## src/rtl/core/dssm_pkg.sv

```systemverilog
// Shared types, codes and defaults for the dual stack shared memory unit.
`timescale 1ns / 1ps

package dssm_pkg;

  localparam int unsigned DEPTH_DEFAULT = 8;
  localparam int unsigned WORD_W        = 32;
  localparam int unsigned REQ_W         = 3;
  localparam int unsigned STATUS_W      = 2;

  localparam int unsigned IN_DATA_W  = 40;
  localparam int unsigned OUT_DATA_W = 40;

  localparam logic [REQ_W-1:0] REQ_PUSH_LO = 3'd0;
  localparam logic [REQ_W-1:0] REQ_POP_LO  = 3'd1;
  localparam logic [REQ_W-1:0] REQ_PEEK_LO = 3'd2;
  localparam logic [REQ_W-1:0] REQ_PUSH_HI = 3'd3;
  localparam logic [REQ_W-1:0] REQ_POP_HI  = 3'd4;
  localparam logic [REQ_W-1:0] REQ_PEEK_HI = 3'd5;

  localparam logic [STATUS_W-1:0] ST_OK       = 2'd0;
  localparam logic [STATUS_W-1:0] ST_OVERFLOW = 2'd1;
  localparam logic [STATUS_W-1:0] ST_EMPTY    = 2'd2;

  localparam logic [WORD_W-1:0] MOST_NEGATIVE = 32'h8000_0000;

  // Where the result word comes from once the item has been processed.
  typedef enum logic [1:0] {
    RSEL_ZERO,
    RSEL_MEM,
    RSEL_MOST_NEG
  } dssm_rsel_e;

  // Commands from the controller to the datapath.
  typedef struct packed {
    logic accept;  // an input item is taken this cycle
    logic load;    // the result moves into the output register
  } dssm_cmd_t;

endpackage

```

## src/rtl/core/dssm_ram.sv

```systemverilog
// Generic single write port, single read port RAM with registered read data.
`timescale 1ns / 1ps

module dssm_ram #(
  parameter int unsigned WIDTH = 32,
  parameter int unsigned DEPTH = 8
) (
  input  logic                     clk_i,
  input  logic                     we_i,
  input  logic [$clog2(DEPTH)-1:0] waddr_i,
  input  logic [WIDTH-1:0]         wdata_i,
  input  logic                     re_i,
  input  logic [$clog2(DEPTH)-1:0] raddr_i,
  output logic [WIDTH-1:0]         rdata_o
);

  logic [WIDTH-1:0] mem_q [DEPTH];
  logic [WIDTH-1:0] rdata_q;

  always_ff @(posedge clk_i) begin
    if (we_i) begin
      mem_q[waddr_i] <= wdata_i;
    end
    if (re_i) begin
      rdata_q <= mem_q[raddr_i];
    end
  end

  assign rdata_o = rdata_q;

endmodule

```

## src/rtl/core/dssm_datapath.sv

```systemverilog
// Stack pointers, request decode, shared memory and output payload register.
`timescale 1ns / 1ps

module dssm_datapath import dssm_pkg::*; #(
  parameter int unsigned DEPTH = DEPTH_DEFAULT
) (
  input  logic                       clk_i,
  input  logic                       rst_ni,
  input  dssm_cmd_t                  cmd_i,
  input  logic [REQ_W-1:0]           req_type_i,
  input  logic signed [WORD_W-1:0]   push_value_i,
  output logic signed [WORD_W-1:0]   read_value_o,
  output logic [STATUS_W-1:0]        status_o
);

  localparam int unsigned AW = $clog2(DEPTH);
  localparam int unsigned CW = $clog2(DEPTH + 1);
  localparam logic [CW-1:0] DepthC = CW'(DEPTH);

  logic [CW-1:0]       low_count_q, low_count_d;
  logic [CW-1:0]       high_count_q, high_count_d;
  logic [STATUS_W-1:0] res_status_q, res_status_d;
  dssm_rsel_e          res_sel_q, res_sel_d;
  logic [WORD_W-1:0]   out_value_q;
  logic [STATUS_W-1:0] out_status_q;

  logic [CW:0]       used;
  logic              full;
  logic [CW-1:0]     high_top;
  logic [CW-1:0]     high_next;
  logic              ram_we, ram_re;
  logic [AW-1:0]     ram_waddr, ram_raddr;
  logic [WORD_W-1:0] ram_rdata;

  assign used      = {1'b0, low_count_q} + {1'b0, high_count_q};
  assign full      = (used >= {1'b0, DepthC});
  // Entry of the top of the high stack, and the entry a high push fills.
  assign high_top  = DepthC - high_count_q;
  assign high_next = high_top - CW'(1);

  always_comb begin
    low_count_d  = low_count_q;
    high_count_d = high_count_q;
    res_status_d = res_status_q;
    res_sel_d    = res_sel_q;
    ram_we       = 1'b0;
    ram_re       = 1'b0;
    ram_waddr    = low_count_q[AW-1:0];
    ram_raddr    = high_top[AW-1:0];
    if (cmd_i.accept) begin
      res_status_d = ST_OK;
      res_sel_d    = RSEL_ZERO;
      case (req_type_i)
        REQ_PUSH_LO: begin
          if (full) begin
            res_status_d = ST_OVERFLOW;
          end else begin
            ram_we      = 1'b1;
            ram_waddr   = low_count_q[AW-1:0];
            low_count_d = low_count_q + CW'(1);
          end
        end
        REQ_POP_LO, REQ_PEEK_LO: begin
          if (low_count_q == '0) begin
            res_status_d = ST_EMPTY;
            res_sel_d    = RSEL_MOST_NEG;
          end else begin
            ram_re    = 1'b1;
            ram_raddr = AW'(low_count_q - CW'(1));
            res_sel_d = RSEL_MEM;
            if (req_type_i == REQ_POP_LO) begin
              low_count_d = low_count_q - CW'(1);
            end
          end
        end
        REQ_PUSH_HI: begin
          if (full) begin
            res_status_d = ST_OVERFLOW;
          end else begin
            ram_we       = 1'b1;
            ram_waddr    = high_next[AW-1:0];
            high_count_d = high_count_q + CW'(1);
          end
        end
        REQ_POP_HI, REQ_PEEK_HI: begin
          if (high_count_q == '0) begin
            res_status_d = ST_EMPTY;
            res_sel_d    = RSEL_MOST_NEG;
          end else begin
            ram_re    = 1'b1;
            ram_raddr = high_top[AW-1:0];
            res_sel_d = RSEL_MEM;
            if (req_type_i == REQ_POP_HI) begin
              high_count_d = high_count_q - CW'(1);
            end
          end
        end
        default: begin
          res_status_d = ST_OK;
        end
      endcase
    end
  end

  dssm_ram #(
    .WIDTH(WORD_W),
    .DEPTH(DEPTH)
  ) u_ram (
    .clk_i  (clk_i),
    .we_i   (ram_we),
    .waddr_i(ram_waddr),
    .wdata_i(push_value_i),
    .re_i   (ram_re),
    .raddr_i(ram_raddr),
    .rdata_o(ram_rdata)
  );

  always_ff @(posedge clk_i or negedge rst_ni) begin
    if (!rst_ni) begin
      low_count_q  <= '0;
      high_count_q <= '0;
    end else begin
      low_count_q  <= low_count_d;
      high_count_q <= high_count_d;
    end
  end

  always_ff @(posedge clk_i) begin
    res_status_q <= res_status_d;
    res_sel_q    <= res_sel_d;
    if (cmd_i.load) begin
      out_status_q <= res_status_q;
      case (res_sel_q)
        RSEL_MEM:      out_value_q <= ram_rdata;
        RSEL_MOST_NEG: out_value_q <= MOST_NEGATIVE;
        default:       out_value_q <= '0;
      endcase
    end
  end

  assign read_value_o = out_value_q;
  assign status_o     = out_status_q;

  // The two stacks never hold more words than the memory has entries.
  assert property (@(posedge clk_i) disable iff (!rst_ni)
    ({1'b0, low_count_q} + {1'b0, high_count_q}) <= {1'b0, DepthC})
    else $error("stack counts exceed memory depth");

  // A refused push or an empty pop leaves both pointers untouched.
  assert property (@(posedge clk_i) disable iff (!rst_ni)
    cmd_i.accept && (res_status_d != ST_OK)
    |=> $stable(low_count_q) && $stable(high_count_q))
    else $error("pointer moved on a failed request");

endmodule

```

## src/rtl/core/dssm_ctrl.sv

```systemverilog
// Controller: input and output handshakes and sequencing of one item at a time.
`timescale 1ns / 1ps

module dssm_ctrl import dssm_pkg::*; (
  input  logic      clk_i,
  input  logic      rst_ni,
  input  logic      in_valid_i,
  output logic      in_ready_o,
  output logic      out_valid_o,
  input  logic      out_ready_i,
  output dssm_cmd_t cmd_o
);

  localparam logic S_IDLE = 1'b0;
  localparam logic S_RESP = 1'b1;

  logic state_q, state_d;
  logic out_valid_q, out_valid_d;
  logic accept, load;

  assign in_ready_o = (state_q == S_IDLE);
  assign accept     = in_valid_i && in_ready_o;
  // The memory read lands in this state; move on once the output register frees up.
  assign load       = (state_q == S_RESP) && (!out_valid_q || out_ready_i);

  always_comb begin
    state_d = state_q;
    case (state_q)
      S_IDLE:  if (accept) state_d = S_RESP;
      S_RESP:  if (load) state_d = S_IDLE;
      default: state_d = S_IDLE;
    endcase
  end

  always_comb begin
    out_valid_d = out_valid_q;
    if (load) begin
      out_valid_d = 1'b1;
    end else if (out_ready_i) begin
      out_valid_d = 1'b0;
    end
  end

  always_ff @(posedge clk_i or negedge rst_ni) begin
    if (!rst_ni) begin
      state_q     <= S_IDLE;
      out_valid_q <= 1'b0;
    end else begin
      state_q     <= state_d;
      out_valid_q <= out_valid_d;
    end
  end

  assign out_valid_o  = out_valid_q;
  assign cmd_o.accept = accept;
  assign cmd_o.load   = load;

  // An accepted item closes the input until its result is loaded.
  assert property (@(posedge clk_i) disable iff (!rst_ni)
    accept |=> (state_q == S_RESP) && !in_ready_o)
    else $error("input open while an item is in flight");

  // A new result only appears after an item finished its memory access.
  assert property (@(posedge clk_i) disable iff (!rst_ni)
    $rose(out_valid_q) |-> $past(state_q == S_RESP))
    else $error("result shown without a processed item");

endmodule

```

## src/rtl/core/dual_stack_shared_memory_unit.sv

```systemverilog
// Top level of the dual stack shared memory unit.
// Two LIFO stacks live in one memory of DEPTH words: the low stack grows up
// from entry 0, the high stack grows down from entry DEPTH-1.
// Input channel s_axis: one item is a request (push, pop or peek of either
// stack) with the word to push. Output channel m_axis: exactly one item per
// request, with the popped or peeked word and a status (ok, overflow, empty).
// A push into a full memory is refused with overflow; a pop or peek of an
// empty stack returns the most negative word with status empty.
// The accepting edge registers the memory read and the result select; the
// result then moves into the output register once that register is free.
// The input closes while a request is in flight, due to the registered
// read of the shared memory; requests are handled one at a time.
// While the receiver stalls, the finished result waits in the output
// register and one more item is accepted and processed; the input then
// closes until the output register is taken.
// Reset empties both stacks at once; memory contents are not cleared and
// are only read after a push has written them.
`timescale 1ns / 1ps

module dual_stack_shared_memory_unit import dssm_pkg::*; #(
  parameter int unsigned DEPTH = DEPTH_DEFAULT
) (
  input  logic                  clk_i,
  input  logic                  rst_ni,
  input  logic                  s_axis_tvalid,
  output logic                  s_axis_tready,
  input  logic [IN_DATA_W-1:0]  s_axis_tdata,   // req_type[2:0], push_value[34:3]
  output logic                  m_axis_tvalid,
  input  logic                  m_axis_tready,
  output logic [OUT_DATA_W-1:0] m_axis_tdata    // read_value[31:0], status[33:32]
);

  dssm_cmd_t                cmd;
  logic [REQ_W-1:0]         req_type;
  logic signed [WORD_W-1:0] push_value;
  logic signed [WORD_W-1:0] read_value;
  logic [STATUS_W-1:0]      status;

  assign req_type   = s_axis_tdata[REQ_W-1:0];
  assign push_value = s_axis_tdata[REQ_W+WORD_W-1:REQ_W];

  dssm_ctrl u_ctrl (
    .clk_i      (clk_i),
    .rst_ni     (rst_ni),
    .in_valid_i (s_axis_tvalid),
    .in_ready_o (s_axis_tready),
    .out_valid_o(m_axis_tvalid),
    .out_ready_i(m_axis_tready),
    .cmd_o      (cmd)
  );

  dssm_datapath #(
    .DEPTH(DEPTH)
  ) u_datapath (
    .clk_i       (clk_i),
    .rst_ni      (rst_ni),
    .cmd_i       (cmd),
    .req_type_i  (req_type),
    .push_value_i(push_value),
    .read_value_o(read_value),
    .status_o    (status)
  );

  assign m_axis_tdata = {{(OUT_DATA_W - WORD_W - STATUS_W){1'b0}}, status, read_value};

endmodule

```

## config.mk

```make
export PLATFORM = sky130hd
export DESIGN_NAME = dual_stack_shared_memory_unit
export DESIGN_NICKNAME = d
export VERILOG_FILES = /design/src/rtl/core/dssm_pkg.sv /design/src/rtl/core/dssm_ram.sv /design/src/rtl/core/dssm_datapath.sv /design/src/rtl/core/dssm_ctrl.sv /design/src/rtl/core/dual_stack_shared_memory_unit.sv
export SDC_FILE = /design/constraint.sdc
export NUM_CORES = 1
export LEC_CHECK = 0
export ABC_AREA = 0
export BUFFER_PORTS_ARGS = -buffer_cell sky130_fd_sc_hd__buf_2
export CORE_MARGIN = 4
export CORE_UTILIZATION = 61
export DETAILED_ROUTE_END_ITERATION = 16
export PLACE_DENSITY = 0.77
export SLEW_MARGIN = 20
export SYNTH_ARGS = -nofsm -noshare
export SYNTH_HDL_FRONTEND = slang
export SYNTH_SLANG_ARGS = --single-unit
export TNS_END_PERCENT = 50
```

## constraint.sdc

```tcl
create_clock -name clk_i -period 7.48 [get_ports clk_i]
set_input_delay 0.374 -clock clk_i [delete_from_list [all_inputs] [get_ports clk_i]]
set_output_delay 0.374 -clock clk_i [all_outputs]
set_load 0.005 [all_outputs]
```

==> summary.txt <==
Layout cells sized above 1: 25.21%
Worst Hold Depth: 1
PortBufs: 74
Wirelength per Cell: 25.94 µm
GRT Total Usage: 27.61%
Vias per cell: 6.999
Critical Path AT: 4.50 ns
PostCTS Resize Cnt: 0
Clk sinks: 336
Core Rows: 61
Max_slew headroom: 28.09%
Synth Instances: 1,238
Netlist cell types: 53
Outcome: complete, no violations
Chip width: 176.4 µm
DR pass1 iterations: 7
I/O pins: 86
WS Path Type: reg -> reg
Post-detail-place hpwl: 21,800 µm
Post-synthesis cell area: 17,300 µm²
Worst Path Required: 7.80 ns
Hold path start: s_axis_tdata[11]
Aggregate global routing overflow: 0
Final Util: 69.18%
Ys async rst share: 2.976%
CP Capture Type: flop
Worst IR Drop VDD: 0.0003094 V
Seq/Total Area, Yosys: 58.02%
Die ar.: 31,120 µm²
Pwr/cell area: 410.2 nW/µm²
Combinational fraction of design power: 45.9%
Final Hold Violating Endpoints: 0
CTS tree: built
PnR Total Power: 7.906 mW
FILL cells: 1,903
Routed wl met3: 3087 µm
Num CTS Buffers: 36
Reg clk slew, reported paths: 0.06 ns
Part of the power in registers: 30.9%
Starting DRC count in detailed routing: 1,373
R2R setup slack: 3.30 ns
Commonest non-fill, non-tap cell in the layout: edfxtp_1
Core area: 27,860 µm²
R2r endpoint: u_datapath.u_ram.rdata_o[25]
Skew final: 0.01061 ns
Post-synth EDFFs: 326
Worst r2r path cells: 6
Initial antenna violation count: 3
Multi-input gate area: 6932 µm²
Final worst path period share: 55.88%
Met1 Wirelength: 17,510 µm
Metal2 WL: 21,590 µm
Number of synthesized register bits: 336
Internal power: 4.762 mW
Post-layout min period: 4.179 ns
Static Leak: 6.469 nW
Hold endpoint: u_datapath.u_ram.mem_q[2][8]
Layout net count: 1,322
CP Max Fanout: 63
Total Wirelength: 43,370 µm
Sw Ratio: 39.77%
Setup TNS: 0 ns
Final ANT Viol Nets: 0
Max Freq: 239.3 MHz
Worst skew pair latency: 0.53 ns
Final RePlAce weighted congestion: 0.7878
Setup violators final: 0
Uppermost routed layer: met5
Mean post-synth cell area: 13.98 µm²
Post-CTS setup buffers: 0
Vias in the first global route: 12,165
Synth warn: 0
RSZ-0062 raised after global routing: no
Hold/Removal Path Class: in -> reg
Critical path startpoint: u_datapath.low_count_q[2]
CTS H-tree lvls: 2
Layout area overhead: 11.38%
Initial Utilization: 62.11%
Pin count of the biggest net entering global routing: 76
Net Sw Power: 3.144 mW
First-pass GRT wire length: 67,230 µm
Via count: 11,703
Most used DFF post-synth: edfxtp_1
Clock Path Buffers: 3
CP Launch Type: flop
Max Slew Vio Count: 0
Hold Worst Slack: 0.1112 ns
Clk pwr share: 23.3%
Root buffer cell: clkbuf_16
Worst Tran Pin Value: 1.076 ns
Post-route DRC: 0
Max Cap Viol: 0
Area occupied by registers: 10,040 µm²
Commonest cells after routing, fill and taps aside: edfxtp_1, a22oi_1, mux2_2
Die Ht: 176.4 µm
Reg-to-Reg Start: u_datapath.low_count_q[2]
## how the worst max path moves through the flow
| stage | end | slack, ns |
|---|---|---|
| 2_1_floorplan | u_datapath.u_ram.mem_q[1][0] | 3.06 |
| 6_report | u_datapath.u_ram.rdata_o[25] | 3.30 |
| 3_5_place_dp | u_datapath.u_ram.rdata_o[25] | 3.35 |
| 4_1_cts | u_datapath.u_ram.rdata_o[25] | 3.35 |
| 5_1_grt | u_datapath.u_ram.rdata_o[29] | 3.14 |
| 3_3_place_gp | u_datapath.u_ram.rdata_o[25] | 3.40 |
## Yosys cell counts, types with 16 or more instances
cell type | count | area, µm²
a22oi_1 | 124 | 930.9
inv_1 | 16 | 60.06
mux2_1 | 27 | 304.0
a211oi_2 | 18 | 225.2
and3_1 | 31 | 193.9
nor4_2 | 31 | 387.9
and2_1 | 33 | 206.5
a211oi_1 | 80 | 600.6
clkbuf_1 | 56 | 210.2
buf_2 | 34 | 170.2
mux2_2 | 100 | 1126
nor4_1 | 32 | 200.2
nor3b_1 | 31 | 232.7
mux2i_1 | 65 | 650.6
edfxtp_1 | 326 | 9789
o2bb2ai_1 | 93 | 814.5
## state kept, by name, indices dropped and copies added, names as in the netlist, 2 cells and up
register / flops
u_datapath.status_o: 2
u_datapath.res_sel_q: 2
u_datapath.low_count_q: 4
u_datapath.u_ram.mem_q: 256
u_datapath.res_status_q: 2
u_datapath.u_ram.rdata_o: 32
u_datapath.high_count_q: 4
u_datapath.read_value_o: 32
## layout make-up
class                           count  area share [%]
Antenna cell                        1         0.01298
Clock buffer                       44           5.103
Clock inverter                     22           1.247
Inverter                           16          0.3116
Multi-Input combinational cell    779           35.97
Sequential cell                   336           52.11
Tap cell                          378           2.454
Timing Repair Buffer               96           2.792
## critical path: stages, from the launching register on
cell and delay (ns):
dfrtp_4 0.79, nor2_4 0.84, o31a_2 0.90, buf_4 0.74, o2bb2ai_1 0.19, a211oi_1 0.09, nor4_2 0.37
## routing by layer
| metal | vias up | track usage, % |
|---|---|---|
| met1 | 5968 | 35.69 |
| met4 | 4 | 9.574 |
| met3 | 98 | 4.390 |
| met2 | 493 | 47.84 |
| met5 | - | 0 |
| li1 | 5140 | - |
## power by group through the flow
stage                     clock, mW  combinational (mW)  sequential (mW)
after CTS                      1.85                3.60             2.44
after floorplan                   0                2.71             2.39
after global routing           1.93                3.89             2.45
after global placement            0                3.49             2.47
after detailed placement          0                3.57             2.47
final                          1.84                3.63             2.44
## per-stage QoR
step	area, µm²	cells	setup WS [ns]
floorplan	17320	1243	3.063
global placement	18030	1604	3.405
detailed placement	18030	1604	3.354
CTS	19270	1671	3.346
global route	19270	1671	3.143
finish	19270	1672	3.301
## cell families after synthesis
group                    share of synthesized area [%]
flip-flops                                       58.02
AO/OA/AOI/OAI                                    16.11
XOR/XNOR                                        0.6509
multiplexers                                     12.20
adder cells (fa/ha/maj)                          1.027
other                                          0.02167
buffers and inverters                            3.283
AND/OR/NAND/NOR                                  8.685
## what timing repair did
action,in CTS,in global routing
hold endpoints to repair,10,0
endpoints found under the setup margin,0,0
hold buffers,1,0
(Power assumes the default switching activity.)
